--- src/hdl/rrdp_pkg.sv ---
// Shared types and constants for the radar report deframer.
// No dependencies.
package rrdp_pkg;

  localparam logic [7:0] HDR0 = 8'hF4;
  localparam logic [7:0] HDR1 = 8'hF3;
  localparam logic [7:0] HDR2 = 8'hF2;
  localparam logic [7:0] HDR3 = 8'hF1;
  localparam logic [7:0] FRAME_LEN_LO = 8'h0D;
  localparam logic [7:0] FRAME_LEN_HI = 8'h00;
  localparam logic [7:0] TARGET_HEAD = 8'hAA;

  localparam int PAYLOAD_BYTES = 13;
  localparam int TRAIL_BYTES = 4;
  localparam int IDX_W = $clog2(PAYLOAD_BYTES);

  localparam logic [IDX_W-1:0] PAYLOAD_LAST = IDX_W'(PAYLOAD_BYTES - 1);
  localparam logic [IDX_W-1:0] TRAIL_LAST = IDX_W'(TRAIL_BYTES - 1);

  localparam logic [15:0] PRESENCE_LIMIT_RST = 16'd100;
  localparam logic [7:0] MIN_STATE_RST = 8'd2;

  localparam int CFG_IDX_W = 8;
  localparam logic [CFG_IDX_W-1:0] CFG_IDX_PRESENCE_LIMIT = 8'd0;
  localparam logic [CFG_IDX_W-1:0] CFG_IDX_MIN_STATE = 8'd1;

  typedef enum logic [2:0] {
    ST_HUNT,
    ST_HDR1,
    ST_HDR2,
    ST_HDR3,
    ST_LEN_LO,
    ST_LEN_HI,
    ST_PAYLOAD,
    ST_TRAIL
  } parse_state_t;

  typedef struct packed {
    logic [7:0] report_type;
    logic [7:0] head_byte;
    logic [7:0] tgt_state;
    logic [15:0] moving_distance_cm;
    logic [7:0] moving_energy;
    logic [15:0] still_distance_cm;
    logic [7:0] still_energy;
    logic [15:0] detect_distance_cm;
  } report_fields_t;

endpackage

--- src/hdl/rrdp_parser.sv ---
// Byte register, frame sync state machine and payload capture.
// Depends on rrdp_pkg.
module rrdp_parser (
  input  logic                    clk,
  input  logic                    rst_n,
  input  logic                    in_valid,
  output logic                    in_ready,
  input  logic [7:0]              in_rx_byte,
  output logic                    emit_valid,
  input  logic                    emit_ready,
  output rrdp_pkg::report_fields_t fields
);
  import rrdp_pkg::*;

  logic byte_valid_r;
  logic [7:0] byte_r;
  parse_state_t state_r, state_nxt;
  logic [IDX_W-1:0] cnt_r, cnt_nxt;
  logic [7:0] len_lo_r;
  logic [7:0] payload_r [PAYLOAD_BYTES];
  logic adv;
  logic emit;
  logic store_we;

  // byte retires unless it closes a frame and the result slot is full
  assign adv = byte_valid_r && (!emit || emit_ready);
  assign in_ready = !byte_valid_r || adv;
  assign emit_valid = byte_valid_r && emit;

  always_ff @(posedge clk) begin
    if (!rst_n) begin
      byte_valid_r <= 1'b0;
    end else if (in_ready) begin
      byte_valid_r <= in_valid;
    end
  end

  always_ff @(posedge clk) begin
    if (in_valid && in_ready) begin
      byte_r <= in_rx_byte;
    end
  end

  // next state
  always_comb begin
    state_nxt = state_r;
    cnt_nxt = cnt_r;
    case (state_r)
      ST_HUNT: state_nxt = (byte_r == HDR0) ? ST_HDR1 : ST_HUNT;
      ST_HDR1: begin
        if (byte_r == HDR1) state_nxt = ST_HDR2;
        else state_nxt = (byte_r == HDR0) ? ST_HDR1 : ST_HUNT;
      end
      ST_HDR2: begin
        if (byte_r == HDR2) state_nxt = ST_HDR3;
        else state_nxt = (byte_r == HDR0) ? ST_HDR1 : ST_HUNT;
      end
      ST_HDR3: begin
        if (byte_r == HDR3) state_nxt = ST_LEN_LO;
        else state_nxt = (byte_r == HDR0) ? ST_HDR1 : ST_HUNT;
      end
      ST_LEN_LO: state_nxt = ST_LEN_HI;
      ST_LEN_HI: begin
        cnt_nxt = '0;
        state_nxt = (len_lo_r == FRAME_LEN_LO && byte_r == FRAME_LEN_HI) ?
                    ST_PAYLOAD : ST_HUNT;
      end
      ST_PAYLOAD: begin
        if (cnt_r == PAYLOAD_LAST) begin
          cnt_nxt = '0;
          state_nxt = ST_TRAIL;
        end else begin
          cnt_nxt = cnt_r + 1'b1;
        end
      end
      ST_TRAIL: begin
        if (cnt_r == TRAIL_LAST) begin
          state_nxt = ST_HUNT;
        end else begin
          cnt_nxt = cnt_r + 1'b1;
        end
      end
      default: state_nxt = ST_HUNT;
    endcase
  end

  // outputs
  always_comb begin
    emit = 1'b0;
    store_we = 1'b0;
    case (state_r)
      ST_PAYLOAD: store_we = 1'b1;
      ST_TRAIL: emit = (cnt_r == TRAIL_LAST);
      default: begin
        emit = 1'b0;
        store_we = 1'b0;
      end
    endcase
  end

  always_ff @(posedge clk) begin
    if (!rst_n) begin
      state_r <= ST_HUNT;
      cnt_r <= '0;
      len_lo_r <= '0;
    end else if (adv) begin
      state_r <= state_nxt;
      cnt_r <= cnt_nxt;
      if (state_r == ST_LEN_LO) begin
        len_lo_r <= byte_r;
      end
    end
  end

  always_ff @(posedge clk) begin
    if (adv && store_we) begin
      payload_r[cnt_r] <= byte_r;
    end
  end

  assign fields.report_type = payload_r[0];
  assign fields.head_byte = payload_r[1];
  assign fields.tgt_state = payload_r[2];
  assign fields.moving_distance_cm = {payload_r[4], payload_r[3]};
  assign fields.moving_energy = payload_r[5];
  assign fields.still_distance_cm = {payload_r[7], payload_r[6]};
  assign fields.still_energy = payload_r[8];
  assign fields.detect_distance_cm = {payload_r[10], payload_r[9]};

endmodule

--- src/hdl/rrdp_report.sv ---
// Presence decision and result register.
// Depends on rrdp_pkg.
module rrdp_report (
  input  logic                     clk,
  input  logic                     rst_n,
  input  logic                     emit_valid,
  output logic                     emit_ready,
  input  rrdp_pkg::report_fields_t fields,
  input  logic [15:0]              presence_limit_cm,
  input  logic [7:0]               min_tgt_state,
  output logic                     out_valid,
  input  logic                     out_ready,
  output logic [7:0]               out_report_type,
  output logic [7:0]               out_head_byte,
  output logic [7:0]               out_tgt_state,
  output logic [15:0]              out_moving_distance_cm,
  output logic [7:0]               out_moving_energy,
  output logic [15:0]              out_still_distance_cm,
  output logic [7:0]               out_still_energy,
  output logic [15:0]              out_detect_distance_cm,
  output logic                     out_presence
);
  import rrdp_pkg::*;

  logic out_valid_r;
  report_fields_t rpt_r;
  logic presence_r;
  logic presence_nxt;
  logic load;

  assign emit_ready = !out_valid_r || out_ready;
  assign load = emit_valid && emit_ready;

  assign presence_nxt = (fields.head_byte == TARGET_HEAD) &&
                        (fields.tgt_state >= min_tgt_state) &&
                        (fields.moving_distance_cm < presence_limit_cm);

  always_ff @(posedge clk) begin
    if (!rst_n) begin
      out_valid_r <= 1'b0;
    end else if (emit_ready) begin
      out_valid_r <= emit_valid;
    end
  end

  always_ff @(posedge clk) begin
    if (load) begin
      rpt_r <= fields;
      presence_r <= presence_nxt;
    end
  end

  assign out_valid = out_valid_r;
  assign out_report_type = rpt_r.report_type;
  assign out_head_byte = rpt_r.head_byte;
  assign out_tgt_state = rpt_r.tgt_state;
  assign out_moving_distance_cm = rpt_r.moving_distance_cm;
  assign out_moving_energy = rpt_r.moving_energy;
  assign out_still_distance_cm = rpt_r.still_distance_cm;
  assign out_still_energy = rpt_r.still_energy;
  assign out_detect_distance_cm = rpt_r.detect_distance_cm;
  assign out_presence = presence_r;

endmodule

--- src/hdl/radar_report_deframer_presence_top.sv ---
// Radar report deframer top: config registers, parser and result stage.
// Depends on rrdp_pkg, rrdp_parser, rrdp_report.
// Throughput: one byte per cycle unless a stalled result holds the closing byte; a byte register feeds the parser.
// The last trailing byte passes the byte register and then the result register before its report shows.
// A stalled result holds the closing byte in the byte register and stops input until the result is taken.
// Reset (sync, active low) returns to hunting and loads limit 100, min state 2.
module radar_report_deframer_presence_top (
  input  logic                          clk,
  input  logic                          rst_n,
  input  logic                          in_valid,
  output logic                          in_ready,
  input  logic [7:0]                    in_rx_byte,
  output logic                          out_valid,
  input  logic                          out_ready,
  output logic [7:0]                    out_report_type,
  output logic [7:0]                    out_head_byte,
  output logic [7:0]                    out_tgt_state,
  output logic [15:0]                   out_moving_distance_cm,
  output logic [7:0]                    out_moving_energy,
  output logic [15:0]                   out_still_distance_cm,
  output logic [7:0]                    out_still_energy,
  output logic [15:0]                   out_detect_distance_cm,
  output logic                          out_presence,
  input  logic                          cfg_we,
  input  logic [rrdp_pkg::CFG_IDX_W-1:0] cfg_index,
  input  logic [15:0]                   cfg_wdata
);
  import rrdp_pkg::*;

  logic [15:0] presence_limit_r;
  logic [7:0] min_state_r;
  logic emit_valid;
  logic emit_ready;
  report_fields_t fields;

  always_ff @(posedge clk) begin
    if (!rst_n) begin
      presence_limit_r <= PRESENCE_LIMIT_RST;
      min_state_r <= MIN_STATE_RST;
    end else if (cfg_we) begin
      if (cfg_index == CFG_IDX_PRESENCE_LIMIT) begin
        presence_limit_r <= cfg_wdata;
      end
      if (cfg_index == CFG_IDX_MIN_STATE) begin
        min_state_r <= cfg_wdata[7:0];
      end
    end
  end

  rrdp_parser u_parser (
    .clk        (clk),
    .rst_n      (rst_n),
    .in_valid   (in_valid),
    .in_ready   (in_ready),
    .in_rx_byte (in_rx_byte),
    .emit_valid (emit_valid),
    .emit_ready (emit_ready),
    .fields     (fields)
  );

  rrdp_report u_report (
    .clk                    (clk),
    .rst_n                  (rst_n),
    .emit_valid             (emit_valid),
    .emit_ready             (emit_ready),
    .fields                 (fields),
    .presence_limit_cm      (presence_limit_r),
    .min_tgt_state          (min_state_r),
    .out_valid              (out_valid),
    .out_ready              (out_ready),
    .out_report_type        (out_report_type),
    .out_head_byte          (out_head_byte),
    .out_tgt_state          (out_tgt_state),
    .out_moving_distance_cm (out_moving_distance_cm),
    .out_moving_energy      (out_moving_energy),
    .out_still_distance_cm  (out_still_distance_cm),
    .out_still_energy       (out_still_energy),
    .out_detect_distance_cm (out_detect_distance_cm),
    .out_presence           (out_presence)
  );

endmodule

--- config.mk ---
export PLATFORM = sky130hd
export DESIGN_NAME = radar_report_deframer_presence_top
export DESIGN_NICKNAME = d
export VERILOG_FILES = /design/src/hdl/rrdp_pkg.sv /design/src/hdl/rrdp_parser.sv /design/src/hdl/rrdp_report.sv /design/src/hdl/radar_report_deframer_presence_top.sv
export SDC_FILE = /design/constraint.sdc
export NUM_CORES = 1
export LEC_CHECK = 0
export ABC_CLOCK_PERIOD_IN_PS = 4400
export BUFFER_PORTS_ARGS = -buffer_cell sky130_fd_sc_hd__buf_2
export CAP_MARGIN = 10
export CORE_AREA = 2 2 132 134
export DETAILED_ROUTE_END_ITERATION = 8
export DIE_AREA = 0 0 134 136
export PLACE_DENSITY = 0.67
export SKIP_LAST_GASP = 1
export SYNTH_ARGS = -nofsm -noshare
export SYNTH_HDL_FRONTEND = slang
export SYNTH_HIERARCHICAL = 1
export SYNTH_SLANG_ARGS = --single-unit
--- constraint.sdc ---
create_clock -name clk -period 4.4 [get_ports clk]
set_input_delay 0.22 -clock clk [delete_from_list [all_inputs] [get_ports clk]]
set_output_delay 0.22 -clock clk [all_outputs]
set_load 0.005 [all_outputs]
### Word-level counts from Yosys, hierarchy flattened

Memories as Yosys holds them, arrays and structs flattened. A register that Yosys moved wholly into a read port is not among the register bits.
Cells that the tools add are included.
Widths: inputs -> output; s select.

* register bits after elaboration: 82
* latch bits: 0
* memory bits (writable): 104
* bits in read-only memories: 0
* input port bits: 37
* output and inout port bits: 91
* logic and storage cells: 73
* memories: 1

* add/sub/neg operators: 1
* multipliers: 0
* div/mod/pow operators: 0
* order comparisons: 2
* equality and inequality tests: 19
* shift operators: 0
* muxes and demuxes: 15
* bitwise operators: 0
* reduce and logical (&&, ||, !) cells: 23

Memories
* u_parser.payload_r: depth 13, width 8, read ports 11, clocked after Yosys merged registers in 7, write ports 1, RTL line rrdp_parser.sv:20 `logic [7:0] payload_r [PAYLOAD_BYTES];`

Operators by type and width (count)
* $eq 8x8->1 const B: 5
* $pmux 3 s8: 1
* $mux 3: 6
* $logic_not 8->1: 2
* $lt 16x16->1: 1
* $eq 3x3->1 const B: 4
* $pmux 4 s3: 1
* $eq 8x1->1 const B: 1
* $eq 8x4->1 const B: 1
* $ge 8x8->1: 1
* $logic_and 1x1->1: 8
* $mux 4: 2
* $eq 3x2->1 const B: 2
* $reduce_and 2->1: 3
* $reduce_and 3->1: 2
* $mux 1: 5
* $add 4x1->4 const B: 1
* $eq 4x2->1 const B: 1
* $eq 4x4->1 const B: 1
* $ne 2x1->1 const B: 2
* $eq 3x1->1 const B: 1
* $logic_not 1->1: 3
* $logic_not 3->1: 1
* $logic_or 1x1->1: 3
* 2 further kinds: 2

### Depth between registers and ports, before layout

* depth in word-level cells: 8
* depth in mapped cells: 7
* depth with buffers taken out: 7

### Modules after synthesis

The synthesis kept the hierarchy.

By module, submodules not included
* rrdp_parser: times used 1, cells an instance 223, area each 3932.5 um^2, sequential area each 3203.1 um^2
* rrdp_report: times used 1, cells an instance 174, area each 3354.5 um^2, sequential area each 2692.6 um^2
* radar_report_deframer_presence_top: times used 1, cells an instance 107, area each 991.0 um^2, sequential area each 480.5 um^2

### Least setup slack after synthesis

No wires, ideal clock.

* kind: flip-flop to flip-flop
* from: reg u_parser.state_r[1]
* to: reg u_report/out_detect_distance_cm[0] (netlist name)
* library setup time: 0.457 ns
* arrival time: 2.944 ns
* data required time: 3.943 ns
* path slack: 0.999 ns
* stages on the path, launching flop included: 5
* buffers on the path: 1
* period minus slack after synthesis: 3.401 ns
* cells stage by stage: dfxtp_1 > buf_2 > nand4_1 > nor2_1 > and2_1

* longest elaborated chain between the ends: 4

RTL lines
* from (decl): RTL line rrdp_parser.sv:17 `parse_state_t state_r, state_nxt;`
* from (signal assigned): RTL line rrdp_parser.sv:107 `state_r <= state_nxt;`
* $eq 3x3->1: RTL line rrdp_parser.sv:91 `case (state_r)`
* $mux 1: RTL line rrdp_parser.sv:91
* $logic_and 1x1->1: RTL line rrdp_parser.sv:28 `assign emit_valid = byte_valid_r && emit;`
* net emit_valid: RTL line radar_report_deframer_presence_top.sv:32 `logic emit_valid;`
* $logic_and 1x1->1: RTL line rrdp_report.sv:32 `assign load = emit_valid && emit_ready;`
* net u_report.load: RTL line rrdp_report.sv:29 `logic load;`

The timed path passes the listed nets, and every way through them passes these cells.
A chain may end at the register's enable or synchronous reset.

### Worst setup path in the final report

* from: reg u_parser.state_r[1]
* to: reg u_report.rpt_r, in the netlist u_report/out_tgt_state[0] (enable)

* longest elaborated chain between the ends: 4

RTL lines
* $eq 3x3->1: RTL line rrdp_parser.sv:91
* $mux 1: RTL line rrdp_parser.sv:91
* $logic_and 1x1->1: RTL line rrdp_parser.sv:28
* net emit_valid: RTL line radar_report_deframer_presence_top.sv:32
* $logic_and 1x1->1: RTL line rrdp_report.sv:32
* net u_report.load: RTL line rrdp_report.sv:29
* to (signal assigned): RTL line rrdp_report.sv:48 `rpt_r <= fields;`
* to (decl): RTL line rrdp_report.sv:26 `report_fields_t rpt_r;`

The timed path passes the listed nets, and every way through them passes these cells.

==> results.json <==
{
  "synth_top_flop_cell": "edfxtp_1",
  "final_area_um2": 10000,
  "die_width_um": 134,
  "outcome": "completed",
  "root_buffer": "clkbuf_16",
  "synth-seq-area-share_pct": 77.0,
  "area_delta_synth_final_pct": 21.1,
  "antenna_found_initial": 0,
  "synth_edf_count": 185,
  "gp_routability_congestion": 0.902,
  "crit_type": "flop to flop",
  "wl_met3_mm": 1.03,
  "max_freq_mhz": 411,
  "ant_nets": 0,
  "top_layer_used": "met4",
  "grtUsageTotal_pct": 17.0,
  "synth_fp_nets": 568,
  "ys_ff_latch": 226,
  "fp.dieH_um": 136,
  "vias": 4619,
  "syn_inst": 504,
  "synth_cell_types": 56,
  "yosys.area.top_type": "edfxtp_1",
  "overflow": 0,
  "synth.top_cell.area_share_pct": 67.1,
  "nets": 725,
  "syn_area_um2": 8280,
  "slew_headroom_pct": 23.7,
  "avgSynthCellArea_um2": 16.4,
  "async_reset_ff_share_pct": 0,
  "r2r-start": "u_parser/state_r[1]",
  "htree_levels": 1,
  "critPathLaunchType": "flop",
  "finClkSkew_ns": 0.0160,
  "dp_slack_ns": 2.01,
  "dr_wl_met2_mm": 7.77,
  "finalCriticalPeriod_ns": 2.43,
  "period_share_pct": 55.3,
  "ios": 128,
  "cap_violations": 0,
  "yosysWarnings": 6,
  "worst_pin_slew_ns": 1.15,
  "numCtsBuffers": 22,
  "path_max_fanout": 89,
  "wl_per_cell_um": 17.4,
  "post_cts_buffers": 0,
  "cts_sinks": 226,
  "cts_tree": "yes",
  "p_total_mw": 4.22,
  "routed_wl_mm": 15.7,
  "io_buffers": 127,
  "worst_setup_path_end_kind": "flop",
  "startpoint": "u_parser/state_r[1]",
  "reg2reg_depth": 3,
  "synth.area.top_cells": "edfxtp_1, dfxtp_1, ha_1",
  "final_cell_count_no_fill": 902,
  "dieArea_um2": 18200,
  "drc": 0,
  "dpl.cell_count": 843,
  "place_area_um2": 9120,
  "hold_class": "primary input to flop",
  "yosysMostFrequentCell": "edfxtp_1",
  "rsz0062_at_grt": "no",
  "ir_drop_v": 0.000263,
  "drive_above_1_share_pct": 26.0,
  "tns_ns": 0,
  "insertion_delay_ns": 0.50,
  "final_max_slew_viol_count": 0,
  "route.layer.met1.wl_mm": 6.65,
  "hold_ws_ns": 0.00522,
  "worstPathRequired_ns": 4.51,
  "power.density_nw_per_um2": 420,
  "worst-endpoint-arrival_ns": 2.54,
  "std_cell_rows": 48,
  "hold_viol_final": 0,
  "initial_core_util_pct": 49.1,
  "firstDrtPassIters": 5,
  "crit_end": "u_report/out_tgt_state[0]",
  "utilization_pct": 59.4,
  "grt_pass1_wl_mm": 23.9,
  "fill_cells": 1255,
  "core_area_um2": 16900,
  "grt_max_degree": 90,
  "reg2reg_to": "u_report/out_tgt_state[0]",
  "p_leak_nw": 3.59,
  "grt_pass1_vias": 4476,
  "diodes": 0,
  "final_critical_path_setup_slack_ns": 1.97,
  "via_per_inst": 5.12,
  "cts_buffer_depth": 3,
  "setup_viol": 0,
  "path_clk_slew_ns": 0.06,
  "r2r_slack_ns": 1.97,
  "drt-initial-drc-count": 353,
  "dp_hpwl_mm": 10.2,
  "synth_common_cells": "edfxtp_1, nand2_1, dfxtp_1"
}
[layer usage]
layer	up-vias	GRT usage (%)
met1	2228	22.7
met4	0	5.02
met2	174	28.8
met5	-	0
met3	17	3.06
li1	2200	-
[placed cells by master (no fill, tap or decap), types with 6 or more instances in the layout]
master / n
nand2_1: 46
inv_1: 33
ha_1: 27
o21ai_0: 6
edfxtp_1: 185
dfxtp_1: 41
a21oi_1: 11
dlygate4sd3_1: 19
nor2_1: 17
mux2i_1: 28
and2_1: 11
nor3_1: 6
clkbuf_16: 22
clkinv_2: 6
nor4_1: 13
buf_2: 127
[how the worst min path moves through the flow]
stage | startpoint | end | slack, ns | depth (start not counted)
CTS | cfg_wdata[10] | presence_limit_r[10] | 0.005 | 3
global placement | in_rx_byte[5] | u_parser/byte_r[5] | 0.40 | 1
finish | cfg_wdata[10] | presence_limit_r[10] | 0.005 | 3
detailed placement | in_rx_byte[1] | u_parser/byte_r[1] | 0.40 | 1
global route | cfg_wdata[10] | presence_limit_r[10] | 0.009 | 3
floorplan | in_rx_byte[0] | u_parser/byte_r[0] | 0.32 | 0
[timing repair]
item,in CTS,in global routing
setup endpoints to repair,0,0
gates resized for setup,0,0
hold buffers,19,0
hold endpoints to repair,19,0
[flip-flops by register name, indices dropped and copies added (netlist names)]
| signal | flops |
|---|---|
| min_state_r | 8 |
| presence_limit_r | 16 |
| u_parser/byte_r | 8 |
| u_parser/byte_valid_r | 1 |
| u_parser/cnt_r | 4 |
| u_parser/len_lo_r | 8 |
| u_parser/payload_r | 88 |
| u_parser/state_r | 3 |
| u_report/out_detect_distance_cm | 16 |
| u_report/out_head_byte | 8 |
| u_report/out_moving_distance_cm | 16 |
| u_report/out_moving_energy | 8 |
| u_report/out_presence | 1 |
| u_report/out_report_type | 8 |
| u_report/out_still_distance_cm | 16 |
| u_report/out_still_energy | 8 |
| u_report/out_tgt_state | 8 |
| u_report/out_valid | 1 |
[cell type report]
type / instances / area (µm²) / area share (%)
well taps: 225 / 282 / 2.81
flip-flops and latches: 226 / 6380 / 63.6
repair buffers: 146 / 826 / 8.24
multi-input cells: 232 / 1710 / 17.0
clock buffers: 24 / 558 / 5.57
clock inverters: 16 / 153 / 1.52
inverters: 33 / 124 / 1.24
[worst max-delay path, cell delays in order, from the launching register on]
cell and delay (ns):
dfxtp_1 0.62, nand4_1 0.24, nor2_1 0.20, and2_4 0.89
[power by group]
part	internal [mW]	switching [mW]	total, mW
Sequential	2.31	0.0381	2.35
Combinational	0.0315	0.0289	0.0604
Clock	1.04	0.761	1.81
[cell families after synthesis]
| logic type | after synthesis | share of synthesized area [%] |
|---|---|---|
| adder cells (fa/ha/maj) | 27 | 4.08 |
| flip-flops | 226 | 77.0 |
| AND/OR/NAND/NOR | 136 | 9.34 |
| AO/OA/AOI/OAI | 41 | 3.78 |
| multiplexers | 28 | 3.39 |
| buffers and inverters | 46 | 2.39 |
No activity file was read; power rests on OpenSTA's default activity.
